--- config.mk ---
export PLATFORM = sky130hd
export DESIGN_NAME = bar_div
export DESIGN_NICKNAME = d
export VERILOG_FILES = /design/src/rtl/bar_pkg.sv /design/src/rtl/bar_div.sv
export SDC_FILE = /design/constraint.sdc
export NUM_CORES = 1
export LEC_CHECK = 0
export ABC_AREA = 1
export BUFFER_PORTS_ARGS = -buffer_cell sky130_fd_sc_hd__buf_2
export CAP_MARGIN = 20
export CORE_MARGIN = 3
export CORE_UTILIZATION = 55
export DETAILED_ROUTE_END_ITERATION = 8
export PLACE_DENSITY_LB_ADDON = 0.3
export SYNTH_ARGS = -nofsm -noshare
export SYNTH_HDL_FRONTEND = slang
export SYNTH_SLANG_ARGS = --single-unit
--- constraint.sdc ---
create_clock -name clk -period 2.9 [get_ports clk]
set_input_delay 0.435 -clock clk [delete_from_list [all_inputs] [get_ports clk]]
set_output_delay 0.435 -clock clk [all_outputs]
set_load 0.005 [all_outputs]
--- src/rtl/bar_pkg.sv ---
`timescale 1ns / 1ps
// ----------------------------------------------------------------------------
// bar_pkg
// Shared widths, codes, types and span helpers for the area resampler.
// ----------------------------------------------------------------------------
package bar_pkg;

	localparam int DIM_W       = 13;
	localparam int COORD_W     = 12;
	localparam int LO_W        = DIM_W + 1;
	localparam int UP_W        = DIM_W + 4;
	localparam int CHAN_W      = 8;
	localparam int SUM_W       = 32;
	localparam int AREA_W      = 25;
	localparam int DIV_CNT_W   = $clog2(SUM_W);
	localparam int DEPTH       = 4096;
	localparam int ADDR_W      = $clog2(DEPTH);
	localparam int MAX_SRC_DIM = 4096;
	localparam int MAX_DST_DIM = 4096;
	localparam int MAX_UPSCALE = 8;
	localparam int LIST_N      = MAX_UPSCALE + 1;
	localparam int LIST_W      = $clog2(LIST_N + 1);
	localparam int MAX_RES     = 64;
	localparam int RES_W       = $clog2(MAX_RES + 1);
	localparam int NUM_LANES   = 4;
	localparam int IDX_W       = 3;

	localparam logic [IDX_W-1:0] REG_SRC_WIDTH  = 3'd0;
	localparam logic [IDX_W-1:0] REG_SRC_HEIGHT = 3'd1;
	localparam logic [IDX_W-1:0] REG_DST_WIDTH  = 3'd2;
	localparam logic [IDX_W-1:0] REG_DST_HEIGHT = 3'd3;

	localparam logic [DIM_W-1:0] DIM_RESET = 13'd256;

	typedef enum logic [3:0] {
		ST_INIT,
		ST_IDLE,
		ST_ROWS,
		ST_COLS,
		ST_MUL,
		ST_DIV_GO,
		ST_DIV_WAIT,
		ST_OUT,
		ST_FIN
	} state_t;

	typedef struct packed {
		logic              load;
		logic              div_start;
		logic              wb;
		logic              wb_clear;
		logic [ADDR_W-1:0] addr;
	} lane_ctrl_t;

	// lo = floor(i*s/d), rem = i*s mod d
	typedef struct packed {
		logic [LO_W-1:0]  lo;
		logic [DIM_W-1:0] rem;
	} span_t;

	// advance i -> i+1, with q = s/d and r = s%d
	function automatic span_t span_step(span_t cur, logic [DIM_W-1:0] q,
			logic [DIM_W-1:0] r, logic [DIM_W-1:0] d);
		logic [DIM_W:0] acc;
		span_t nxt;
		acc = {1'b0, cur.rem} + {1'b0, r};
		if (acc >= {1'b0, d}) begin
			nxt.rem = DIM_W'(acc - {1'b0, d});
			nxt.lo  = cur.lo + LO_W'(q) + LO_W'(1);
		end else begin
			nxt.rem = acc[DIM_W-1:0];
			nxt.lo  = cur.lo + LO_W'(q);
		end
		return nxt;
	endfunction

	// exclusive end of a range: at least one wide, capped at the source size
	function automatic logic [LO_W-1:0] span_top(logic [LO_W-1:0] lo,
			logic [LO_W-1:0] nlo, logic [DIM_W-1:0] s);
		logic [LO_W-1:0] hi;
		hi = (nlo > lo) ? nlo : lo + LO_W'(1);
		if (hi > LO_W'(s))
			hi = LO_W'(s);
		return hi;
	endfunction

endpackage

--- src/rtl/bar_div.sv ---
`timescale 1ns / 1ps
// ----------------------------------------------------------------------------
// bar_div
// Restoring divider, one quotient bit per cycle.
// ----------------------------------------------------------------------------
module bar_div import bar_pkg::*; (
	input  logic              clk,
	input  logic              arst_n,
	input  logic              start,
	input  logic [SUM_W-1:0]  dividend,
	input  logic [AREA_W-1:0] divisor,
	output logic [SUM_W-1:0]  quotient,
	output logic [AREA_W-1:0] remainder,
	output logic              done
);

	logic [SUM_W-1:0]     quo_q;
	logic [AREA_W-1:0]    rem_q;
	logic [AREA_W-1:0]    div_q;
	logic [DIV_CNT_W-1:0] cnt_q;
	logic                 busy_q;
	logic                 done_q;
	logic [AREA_W:0]      trial;
	logic                 ge;

	assign trial = {rem_q, quo_q[SUM_W-1]};
	assign ge    = trial >= {1'b0, div_q};

	always_ff @(posedge clk or negedge arst_n) begin
		if (!arst_n) begin
			busy_q <= 1'b0;
			done_q <= 1'b0;
			cnt_q  <= '0;
		end else if (start) begin
			busy_q <= 1'b1;
			done_q <= 1'b0;
			cnt_q  <= '0;
		end else if (busy_q) begin
			cnt_q <= cnt_q + DIV_CNT_W'(1);
			if (cnt_q == DIV_CNT_W'(SUM_W - 1)) begin
				busy_q <= 1'b0;
				done_q <= 1'b1;
			end
		end
	end

	always_ff @(posedge clk) begin
		if (start) begin
			quo_q <= dividend;
			rem_q <= '0;
			div_q <= divisor;
		end else if (busy_q) begin
			rem_q <= ge ? AREA_W'(trial - {1'b0, div_q}) : trial[AREA_W-1:0];
			quo_q <= {quo_q[SUM_W-2:0], ge};
		end
	end

	assign quotient  = quo_q;
	assign remainder = rem_q;
	assign done      = done_q;

endmodule

* Word-level counts from Yosys, hierarchy flattened
Index checks and enable logic that the tools add are counted.
** Storage, ports and cells
- Bits in registers :: 89
- Output and inout port bits :: 58
- Word-level logic and storage cells :: 24
** Operators by class
- Add/sub/neg operators :: 2
- Order comparisons :: 1
- Equality and inequality tests :: 1
- Mux-type cells :: 11
- Reduce and logical (&&, ||, !) cells :: 3
** Operator list (count)
- 32-bit two-way mux :: 2
- 26-bit by 25-bit >= comparator with 1-bit output :: 1
- 25-bit two-way mux :: 1
- 25-bit subtractor :: 1
- 5-bit two-way mux :: 2
- 1-bit two-way mux :: 6
- 5-bit by 1-bit adder with 5-bit output (second input constant) :: 1
- 5-bit equality test (second input constant) :: 1
- 2-bit nonzero test :: 2
- 2-bit AND reduction :: 1

* Logic depth before layout (Yosys ltp)
Gate-level depths: netlist of run 1.
- Word-level depth :: 4
- Mapped depth :: 15
- Gate-level depth less buffers :: 15

* Worst setup path before layout of run 1
OpenSTA, ideal clock, no wires.
- Kind :: in2reg
- Start point :: input port start
- End point :: register quo_q[0], in the netlist quotient[0] (enable)
- Setup time :: 0.409 ns
- Arrival :: 2.050 ns
- Path slack :: 0.441 ns
- Cell stages on the path :: 4
- Path through :: clkbuf_1 > nor2_1 > inv_1 > clkbuf_1
** Between the ends
- Word-level cells in the longest chain between the ends :: 1
** RTL lines
- from (decl) :: line bar_div.sv:9 : input logic start,
- 2-bit nonzero test (no line)
- to (signal assigned) :: line bar_div.sv:49 : quo_q <= dividend;
- to (signal assigned) :: line bar_div.sv:54 : quo_q <= {quo_q[SUM_W-2:0], ge};
- to (decl) :: line bar_div.sv:17 : logic [SUM_W-1:0] quo_q;
Every way passes these cells.
A chain may end at the register's enable or synchronous reset.

* Worst setup path after layout of run 1
- Start point :: register quo_q[31], in the netlist quotient[31]
- End point :: register rem_q[23], in the netlist remainder[23]
** Between the ends
- Word-level cells in the longest chain between the ends :: 2
** RTL lines
- 25-bit subtractor / 26-bit by 25-bit >= comparator with 1-bit output (equally long branches) :: line bar_div.sv:53, bar_div.sv:27
- 25-bit two-way mux * :: line bar_div.sv:53 : rem_q <= ge ? AREA_W'(trial - {1'b0, div_q}) : trial[AREA_W-1:0];
- to (signal assigned) :: line bar_div.sv:53
- to (decl) :: line bar_div.sv:18 : logic [AREA_W-1:0] rem_q;
Mark *: on every way between the ends. The rest lies on a longest branch, timed or not.

==> metrics.txt, run 1 <==
CP max stage delay=430 ps; Final Critical Period=2360 ps; vias per cell=4.925; Initial Util=approximately 57%; hold depth=1; Worst Max-Slew Pin Slew=514.6 ps; Power Dens Cells=about 740 mW/mm2; Worst Hold End=div_q[4]$_DFFE_PP_; RD Place Congestion=0.9568; crit start category=register; Fin. Hold Viols=0; Syn-to-layout area delta=16.82%; PortBufs=117; largest net degree at the start of global routing=40; MaxCap Viol Count=0; Crit Path Class=reg2reg; DP HPWL=between 10000 and 15000 um; Comb power frac=a little under half; io pins=118; Non-Filler Instances=1042; Antenna Nets Post-Route=0; slowest CP cell=fa_1; Final Core Density=66.43%; Post-Syn Nets=just under 900; Worst EP required=between 3000 and 4000 ps; Max FO, Critical Path=18; WP buf/inv=4; CP Cell Sequence=inv_1 -> ha_1 -> inv_1 -> fa_1 -> nand3_1 -> nand3_2 -> nand3b_4 -> buf_4 -> nand3_1 -> nand2_1 -> inv_1 -> nand2_1 -> nand2_1; total CTS buffers=9; Final Skew=14.86 ps; Net Sw Power=2.074 mW; Post-synth EDFFs=57; total negative slack=0 ps; Ys Warns=0; Yosys reg bits=~90; drt initial violations=353; std cell rows=36; Die Area=between 0.01 and 0.015 mm2; reg2reg setup slack=540 ps; Crit Reg-Reg Endpoint=remainder[23]$_SDFFE_PP0P_; clock slew at reported path FFs=110 ps; pins over their slew limit=0; post-synthesis cell type count=37; wire per inst=13.08 um; CTS tree=yes; most used flip-flop cell after synthesis=edfxtp_1; # DRC=0; core footprint=0.009864 mm2; Die Span Y=about 110 um; fmax=0.4237 GHz; post-synthesis async set-or-reset flop share=just under 8%; share of layout cells above drive strength 1=roughly 18%; unrepaired setup endpoints after global routing=no; worst-case clock buffer depth=2; hold crit path type=in2reg; worst vdd ir=0.4031 mV; number of fill cells=between 900 and 1000; H-tree depth=3; clock root buffer=clkbuf_8; run status=complete, no violations; DRT Wirelength=~14000 um; clock sink count=89; most frequent cells in the layout=nand2_1, inv_1, buf_2, nand3_1, edfxtp_1; Flop pwr share=a little over a third; Clk network pwr share=17.5%; antenna fix cells=0; placed insts=roughly 1000; crit path capture type=register; Via Count=between 5000 and 6000; commonest non-fill, non-tap cell in the layout=nand2_1; Critical Path AT=2620 ps; P_int=2.753 mW; period utilisation layout=81.39%; Worst Hold Launch=divisor[4]; cells after synthesis=784; vias in the first global route=about 4800; drt first pass iters=6; first-pass GRT wire length=22290 um; initial antenna violation count=0; GRT Total Usage=24.24%; Post-Syn Area=between 0.005 and 0.006 mm2; die width=between 100 and 150 um; syn_area_per_cell=7.155 um2; clock latency on the worst-skew pair=360 ps; depth of the most critical reg-to-reg path=13; Nets=992; Reg2Reg Launch Point=quotient[31]$_DFFE_PP_; register area share after synthesis=42.56%; Leak=3.668 nW; CP top delay family=simple AND/OR/NAND/NOR gates; Overflow after GRT=0; final setup fails=0; relative slew slack=~66%; switch share=between 40% and 50%
area by class of cell:
class	count	area [um2]	area share [%]
multi-input combinational	535	2597	39.64
clock inverter	7	72.57	1.108
timing repair buffer	126	668.1	10.20
tap	133	166.4	2.540
inverter	143	536.8	8.192
sequential	89	2387	36.43
clock buffer	9	123.9	1.890
sequential cells by signal, indices dropped and copies added (netlist names):
register and count:
cnt_q 5, busy_q 1, remainder 25, div_q 25, quotient 32, done 1
metal layers:
| layer | vias up | global-route usage (%) | wire (um) |
|---|---|---|---|
| li1 | 2686 | - | - |
| met1 | 2300 | 34.02 | 6150 |
| met3 | 15 | 3.371 | 733 |
| met4 | 0 | 6.575 | 177 |
| met2 | 131 | 39.52 | 6573 |
| met5 | - | 0 | 0 |
kinds of logic after synthesis:
| logic type | count (synthesis) | synth area share [%] |
|---|---|---|
| flops | 89 | 42.56 |
| buf+inv | 160 | 11.13 |
| fa+ha+maj | 28 | 6.380 |
| simple gates | 459 | 34.66 |
| compound gates | 38 | 3.703 |
| xor+xnor | 10 | 1.562 |
worst max path at each step:
stage                                start                    endpoint  slack (ps)  cells past startpoint
floorplan                            start       quotient[0]$_DFFE_PP_         440                      4
global route        quotient[31]$_DFFE_PP_   remainder[3]$_SDFFE_PP0P_         300                     11
detailed placement  quotient[31]$_DFFE_PP_   remainder[3]$_SDFFE_PP0P_         540                     11
CTS                 quotient[31]$_DFFE_PP_  remainder[22]$_SDFFE_PP0P_         510                     13
finish              quotient[31]$_DFFE_PP_  remainder[23]$_SDFFE_PP0P_         540                     13
global placement    quotient[31]$_DFFE_PP_   remainder[2]$_SDFFE_PP0P_         610                     11
synth_stat cells (6+ instances only):
cell type | number | area (um2)
a21oi_1 | 16 | 80.08
inv_1 | 135 | 506.7
dfrtp_1 | 7 | 175.2
nand3b_1 | 7 | 52.55
nand3_1 | 67 | 335.3
nand2_2 | 6 | 37.54
inv_2 | 6 | 22.52
edfxtp_1 | 57 | 1712
clkbuf_1 | 9 | 33.78
nand4_1 | 8 | 50.05
o21ai_0 | 6 | 30.03
xnor2_1 | 9 | 78.83
o21ai_1 | 9 | 45.04
nand2_1 | 320 | 1201
nor3_1 | 7 | 35.03
nor2_1 | 32 | 120.1
ha_1 | 27 | 337.8
dfxtp_1 | 25 | 500.5
what timing repair did:
item,4_1_cts,5_1_grt
hold endpoints to repair,7,0
setup buffers,0,0
hold buffers,1,0
resized for setup,0,0
worst reg2reg max path, cell delays in order, from the launching register on:
cell and delay (ps):
edfxtp_1 410, inv_1 90, ha_1 150, inv_1 80, fa_1 430, nand3_1 120, nand3_2 150, nand3b_4 220
buf_4 290, nand3_1 110, nand2_1 70, inv_1 40, nand2_1 50, nand2_1 60
power by group through the flow:
| stage | logic (mW) | clock network [mW] | registers (mW) |
|---|---|---|---|
| 2_1_floorplan | 1.65 | 0 | 1.73 |
| 3_3_place_gp | 2.22 | 0 | 1.73 |
| 3_5_place_dp | 2.25 | 0 | 1.74 |
| 4_1_cts | 2.27 | 0.866 | 1.71 |
| 5_1_grt | 2.59 | 0.911 | 1.74 |
| 6_report | 2.27 | 0.845 | 1.71 |
through the flow:
step | hold WS, ps | instance area (um2) | power (mW) | setup WS (ps)
after global placement | 274.2 | 6346 | 3.951 | 609.0
after CTS | 220.6 | 6553 | 4.846 | 513.9
after detailed placement | 280.2 | 6346 | 3.987 | 544.4
after floorplan | 139.4 | 5609 | 3.377 | 440.7
after global routing | 211.4 | 6553 | 5.248 | 301.1
final | 235.6 | 6553 | 4.828 | 539.6
Power figures use the tool's default switching activity.
==> inputs of run 2 (changes only) <==
Clock period 2.9 ns to 2.5 ns, I/O delays scaled along.
==> metrics.txt, run 2 (same netlist as run 1, synthesis figures left out) <==
Nets=995 (+0.30%); hold crit path type=in2reg; Initial Util=56.86% (unchanged); Clk network pwr share=17.9% (+0.4 points); reg2reg setup slack=240 ps (-300 ps); std cell rows=36 (unchanged); PortBufs=117 (unchanged); Via Count=5170 (+0.74%); drt initial violations=302 (-14%); max FFs per register=32 (unchanged); clock latency on the worst-skew pair=370 ps (about the same); DP Area=0.006354 mm2 (+0.12%); relative slew slack=67.47% (+1.8 points); Worst Hold Launch=divisor[15]; placed insts=1026 (+0.098%); Worst Max-Slew Pin Slew=487.4 ps (-27.19 ps); DRT Wirelength=13680 um (+0.34%); io pins=118 (unchanged); H-tree depth=3 (unchanged); largest net degree at the start of global routing=33 (-18%); pins over their slew limit=0 (unchanged); Critical Path AT=2520 ps (-100 ps); Power Dens Cells=867.4 mW/mm2 (+18%); Fin. Hold Viols=0 (unchanged); total negative slack=0 ps (unchanged); crit path capture type=register; Hold WS=176.5 ps (-59.07 ps); core footprint=0.009864 mm2 (unchanged); Worst Hold End=div_q[15]$_DFFE_PP_; Die Span Y=107.0 um (unchanged); crit start category=register; initial antenna violation count=0 (unchanged); Final Critical Period=2257 ps (-103.4 ps); die width=107.0 um (unchanged); worst-case clock buffer depth=2 (unchanged); Comb power frac=47.3% (+0.3 points); worst vdd ir=0.4883 mV (+21%); drt first pass iters=5 (-1); Die Area=0.01145 mm2 (unchanged); P_int=3.335 mW (+21%); Crit Reg-Reg Endpoint=remainder[23]$_SDFFE_PP0P_; CTS tree=yes; final setup fails=0 (unchanged); share of layout cells above drive strength 1=18.20% (+0.27 points); # DRC=0 (unchanged); depth of the most critical reg-to-reg path=13 (unchanged); Leak=3.691 nW (+0.63%); vias in the first global route=4716 (-1.1%); clock root buffer=clkbuf_8; Final Skew=12.87 ps (-1.984 ps); Syn-to-layout area delta=17.62%; RD Place Congestion=0.9342 (-2.4%); Max FO, Critical Path=16 (-2); Net Sw Power=2.388 mW (+15%); clock slew at reported path FFs=100 ps (about the same); commonest non-fill, non-tap cell in the layout=nand2_1; Reg2Reg Launch Point=quotient[31]$_DFFE_PP_; run status=complete, no violations; wire per inst=13.09 um (about the same); period utilisation layout=90.28% (+8.9 points); final worst slack=243.1 ps (-296.6 ps); total power=5.723 mW (+19%); post-route cell area=0.006598 mm2 (+0.69%); fmax=0.4431 GHz (+4.6%); most frequent cells in the layout=nand2_1, inv_1, buf_2, nand3_1, edfxtp_1; Final Core Density=66.88% (+0.46 points); GRT Total Usage=24.10% (-0.14 points); total CTS buffers=9 (unchanged); MaxCap Viol Count=0 (unchanged); antenna fix cells=0 (unchanged); clock sink count=89 (unchanged); DP HPWL=10360 um (+0.45%); unrepaired setup endpoints after global routing=no; Overflow after GRT=0 (unchanged); Crit Path Class=reg2reg; first-pass GRT wire length=22030 um (-1.2%); Flop pwr share=34.7% (-0.8 points); Non-Filler Instances=1045 (+0.29%); Antenna Nets Post-Route=0 (unchanged); switch share=41.72% (-1.2 points); hold depth=1 (unchanged); dpl ws=249.0 ps (-295.4 ps); vias per cell=4.947 (+0.45%); Worst EP required=2760 ps (-400 ps)
==> run 2: how the worst max path moves through the flow <==
| stage | startpoint | to | slack [ps] | depth (start not counted) |
|---|---|---|---|---|
| 2_1_floorplan | start | quotient[0]$_DFFE_PP_ | 100 | 4 |
| 3_3_place_gp | div_q[15]$_DFFE_PP_ | remainder[7]$_SDFFE_PP0P_ | 310 | 13 |
| 3_5_place_dp | remainder[20]$_SDFFE_PP0P_ | remainder[16]$_SDFFE_PP0P_ | 250 | 10 |
| 4_1_cts | remainder[20]$_SDFFE_PP0P_ | remainder[7]$_SDFFE_PP0P_ | 220 | 10 |
| 5_1_grt | quotient[31]$_DFFE_PP_ | remainder[16]$_SDFFE_PP0P_ | 40 | 15 |
| 6_report | quotient[31]$_DFFE_PP_ | remainder[23]$_SDFFE_PP0P_ | 240 | 13 |
==> run 2: critical path, cell delays in order, from the launching register on <==
cell	delay [ps]
edfxtp_1	390
inv_1	90
ha_1	150
inv_1	60
fa_1	420
nand3_1	130
nand3_2	140
nand3b_4	210
buf_4	280
nand3_1	100
nand2_1	60
inv_1	40
nand2_1	40
nand2_1	50
==> run 2: timing repair <==
item,4_1_cts,5_1_grt
setup buffers,0,2
endpoints found under the hold margin,7,0
hold buffers,1,0
endpoints found under the setup margin,0,5
gates resized for setup,0,1
==> run 2: area by class of cell <==
cell class | instances | area (um2)
well taps | 133 | 166.4
fillers | 905 | 3267
multi-input cells | 535 | 2603
clock buffers | 10 | 127.6
inverters | 143 | 536.8
repair buffers | 129 | 703.2
clock inverters | 6 | 73.82
flip-flops and latches | 89 | 2387
==> run 2: per-layer routing <==
metal	vias to the layer above	wire length (um)	share of wire (%)	global-route usage [%]
li1	2690	-	-	-
met1	2334	6192	45	32.97
met2	124	6409	47	38.67
met3	22	706	5.2	3.913
met4	0	370	2.7	8.950
met5	-	0	0	0
==> run 2: power groups by stage <==
stage / clock network [mW] / logic, mW / registers, mW
after floorplan: 0 / 1.91 / 2.01
after global placement: 0 / 2.59 / 2.01
after detailed placement: 0 / 2.59 / 2.02
after CTS: 1.05 / 2.63 / 1.99
after global routing: 1.10 / 3.08 / 2.02
final: 1.03 / 2.71 / 1.99
==> inputs of run 3 (changes only) <==
Settings changed: MAX_ROUTING_LAYER from default to met4.
==> metrics.txt, run 3 (same netlist as run 1, synthesis figures left out) <==
# hold bufs at CTS=1 (unchanged); RD Place Congestion=0.9488 (+1.6%); largest net degree at the start of global routing=33 (unchanged); PortBufs=117 (unchanged); Comb power frac=47.3% (about the same); crit start category=register; final setup fails=0 (unchanged); # DRC=0 (unchanged); number of fill cells=915 (+1.1%); worst-case clock buffer depth=2 (unchanged); clock slew at reported path FFs=110 ps (about the same); die width=107.0 um (unchanged); most frequent cells in the layout=nand2_1, inv_1, buf_2, nand3_1, edfxtp_1; Leak=3.678 nW (-0.35%); Final Critical Period=2269 ps (+12.52 ps); Die Span Y=107.0 um (unchanged); crit path capture type=register; clock sink count=89 (unchanged); MaxCap Viol Count=0 (unchanged); worst vdd ir=0.4867 mV (-0.33%); hold crit path type=in2reg; Net Sw Power=2.432 mW (+1.8%); total CTS buffers=9 (unchanged); clock root buffer=clkbuf_8; vias per cell=4.956 (+0.17%); CTS-repair resized insts=0 (unchanged); vias in the first global route=4866 (+3.2%); GRT Total Usage=25.34% (+1.2 points); Antenna Nets Post-Route=0 (unchanged); Flop pwr share=35.1% (+0.4 points); CTS tree=yes; Clk network pwr share=17.6% (-0.3 points); total negative slack=0 ps (unchanged); Die Area=0.01145 mm2 (unchanged); io pins=118 (unchanged); Worst Max-Slew Pin Slew=482.6 ps (-4.750 ps); Overflow after GRT=0 (unchanged); std cell rows=36 (unchanged); switch share=43.06% (+1.3 points); dpl ws=255.7 ps (+6.678 ps); initial antenna violation count=0 (unchanged); H-tree depth=3 (unchanged); drt initial violations=296 (-2.0%); Nets=993 (-0.20%); run status=complete, no violations; P_int=3.216 mW (-3.6%); Fin. Hold Viols=0 (unchanged); first-pass GRT wire length=22550 um (+2.4%); setup bufs post-CTS=0 (unchanged); unrepaired setup endpoints after global routing=no; pins over their slew limit=0 (unchanged); fmax=0.4406 GHz (-0.55%); Critical Path AT=2510 ps (about the same); Max FO, Critical Path=16 (unchanged); Power Dens Cells=859.3 mW/mm2 (-0.94%); Worst EP required=2740 ps (-20 ps); share of layout cells above drive strength 1=18.02% (-0.18 points); Via Count=5169 (-0.019%); drt first pass iters=6 (+1); Syn-to-layout area delta=17.18%; post-route cell area=0.006573 mm2 (-0.38%); Final Skew=15.72 ps (+2.847 ps); DRT Wirelength=13600 um (-0.58%); max FFs per register=32 (unchanged); Initial Util=56.86% (unchanged); final worst slack=230.6 ps (-12.52 ps); relative slew slack=67.79% (+0.32 points); DP HPWL=10410 um (+0.52%); commonest non-fill, non-tap cell in the layout=nand2_1; period utilisation layout=90.78% (+0.50 points); Crit Path Class=reg2reg; core footprint=0.009864 mm2 (unchanged); DP Area=0.006366 mm2 (+0.20%); clock latency on the worst-skew pair=370 ps (about the same); wire per inst=13.04 um (-0.39%); antenna fix cells=0 (unchanged)
[run 3: path summary, 6_finish.rpt]
check	from	endpoint	slack [ps]	cells after the start
max in group asynchronous	arst_n	busy_q$_DFF_PN0_	1990	2
max	quotient[31]$_DFFE_PP_	remainder[3]$_SDFFE_PP0P_	230	11
min	divisor[23]	div_q[23]$_DFFE_PP_	170	1
max reg2reg	quotient[31]$_DFFE_PP_	remainder[3]$_SDFFE_PP0P_	230	11
min reg2reg	remainder[11]$_SDFFE_PP0P_	remainder[11]$_SDFFE_PP0P_	490	2
min in group asynchronous	arst_n	cnt_q[2]$_DFFE_PN0P_	360	2
[run 3: final cells by class]
cell class              instances  area, um2  share of cell area (%)
multi-input cells             535       2597                   39.52
flip-flops and latches         89       2387                   36.32
clock buffers                   9      123.9                   1.885
clock inverters                 7      72.57                   1.104
well taps                     133      166.4                   2.532
inverters                     143      536.8                   8.167
repair buffers                127      688.2                   10.47
[run 3: power groups by stage]
stage | Combinational (mW) | Sequential (mW) | Clock, mW
global route | 3.07 | 2.02 | 1.07
CTS | 2.66 | 1.98 | 1.02
detailed placement | 2.63 | 2.01 | 0
finish | 2.67 | 1.98 | 0.995
global placement | 2.60 | 2.01 | 0
floorplan | 1.91 | 2.01 | 0
[run 3: through the flow]
step                      cells  power [mW]  utilization, %  hold slack (ps)
after floorplan             784       3.917               -            79.41
after global placement     1026       4.617           64.54            214.1
after detailed placement   1026       4.647           64.54            212.7
after CTS                  1043       5.659           66.63            157.4
after global routing       1043       6.155           66.63            153.4
final                      1043       5.648           66.63            166.9
[run 3: critical path, stage by stage, from the launching register on]
cell and delay [ps]:
edfxtp_1 390, inv_1 90, ha_1 140, inv_1 60, fa_1 420, nand3_1 120, nand3_2 150, nand3b_4 230
buf_4 270, nand3_1 100, nand3_1 80, o21ai_0 80
[run 3: routing by layer]
| metal | GRT usage (%) | up-vias | share of wire (%) |
|---|---|---|---|
| li1 | - | 2689 | - |
| met1 | 33.65 | 2325 | 46 |
| met2 | 41.10 | 141 | 47 |
| met3 | 3.612 | 14 | 5.1 |
| met4 | 6.849 | 0 | 1.7 |
| met5 | - | - | 0 |
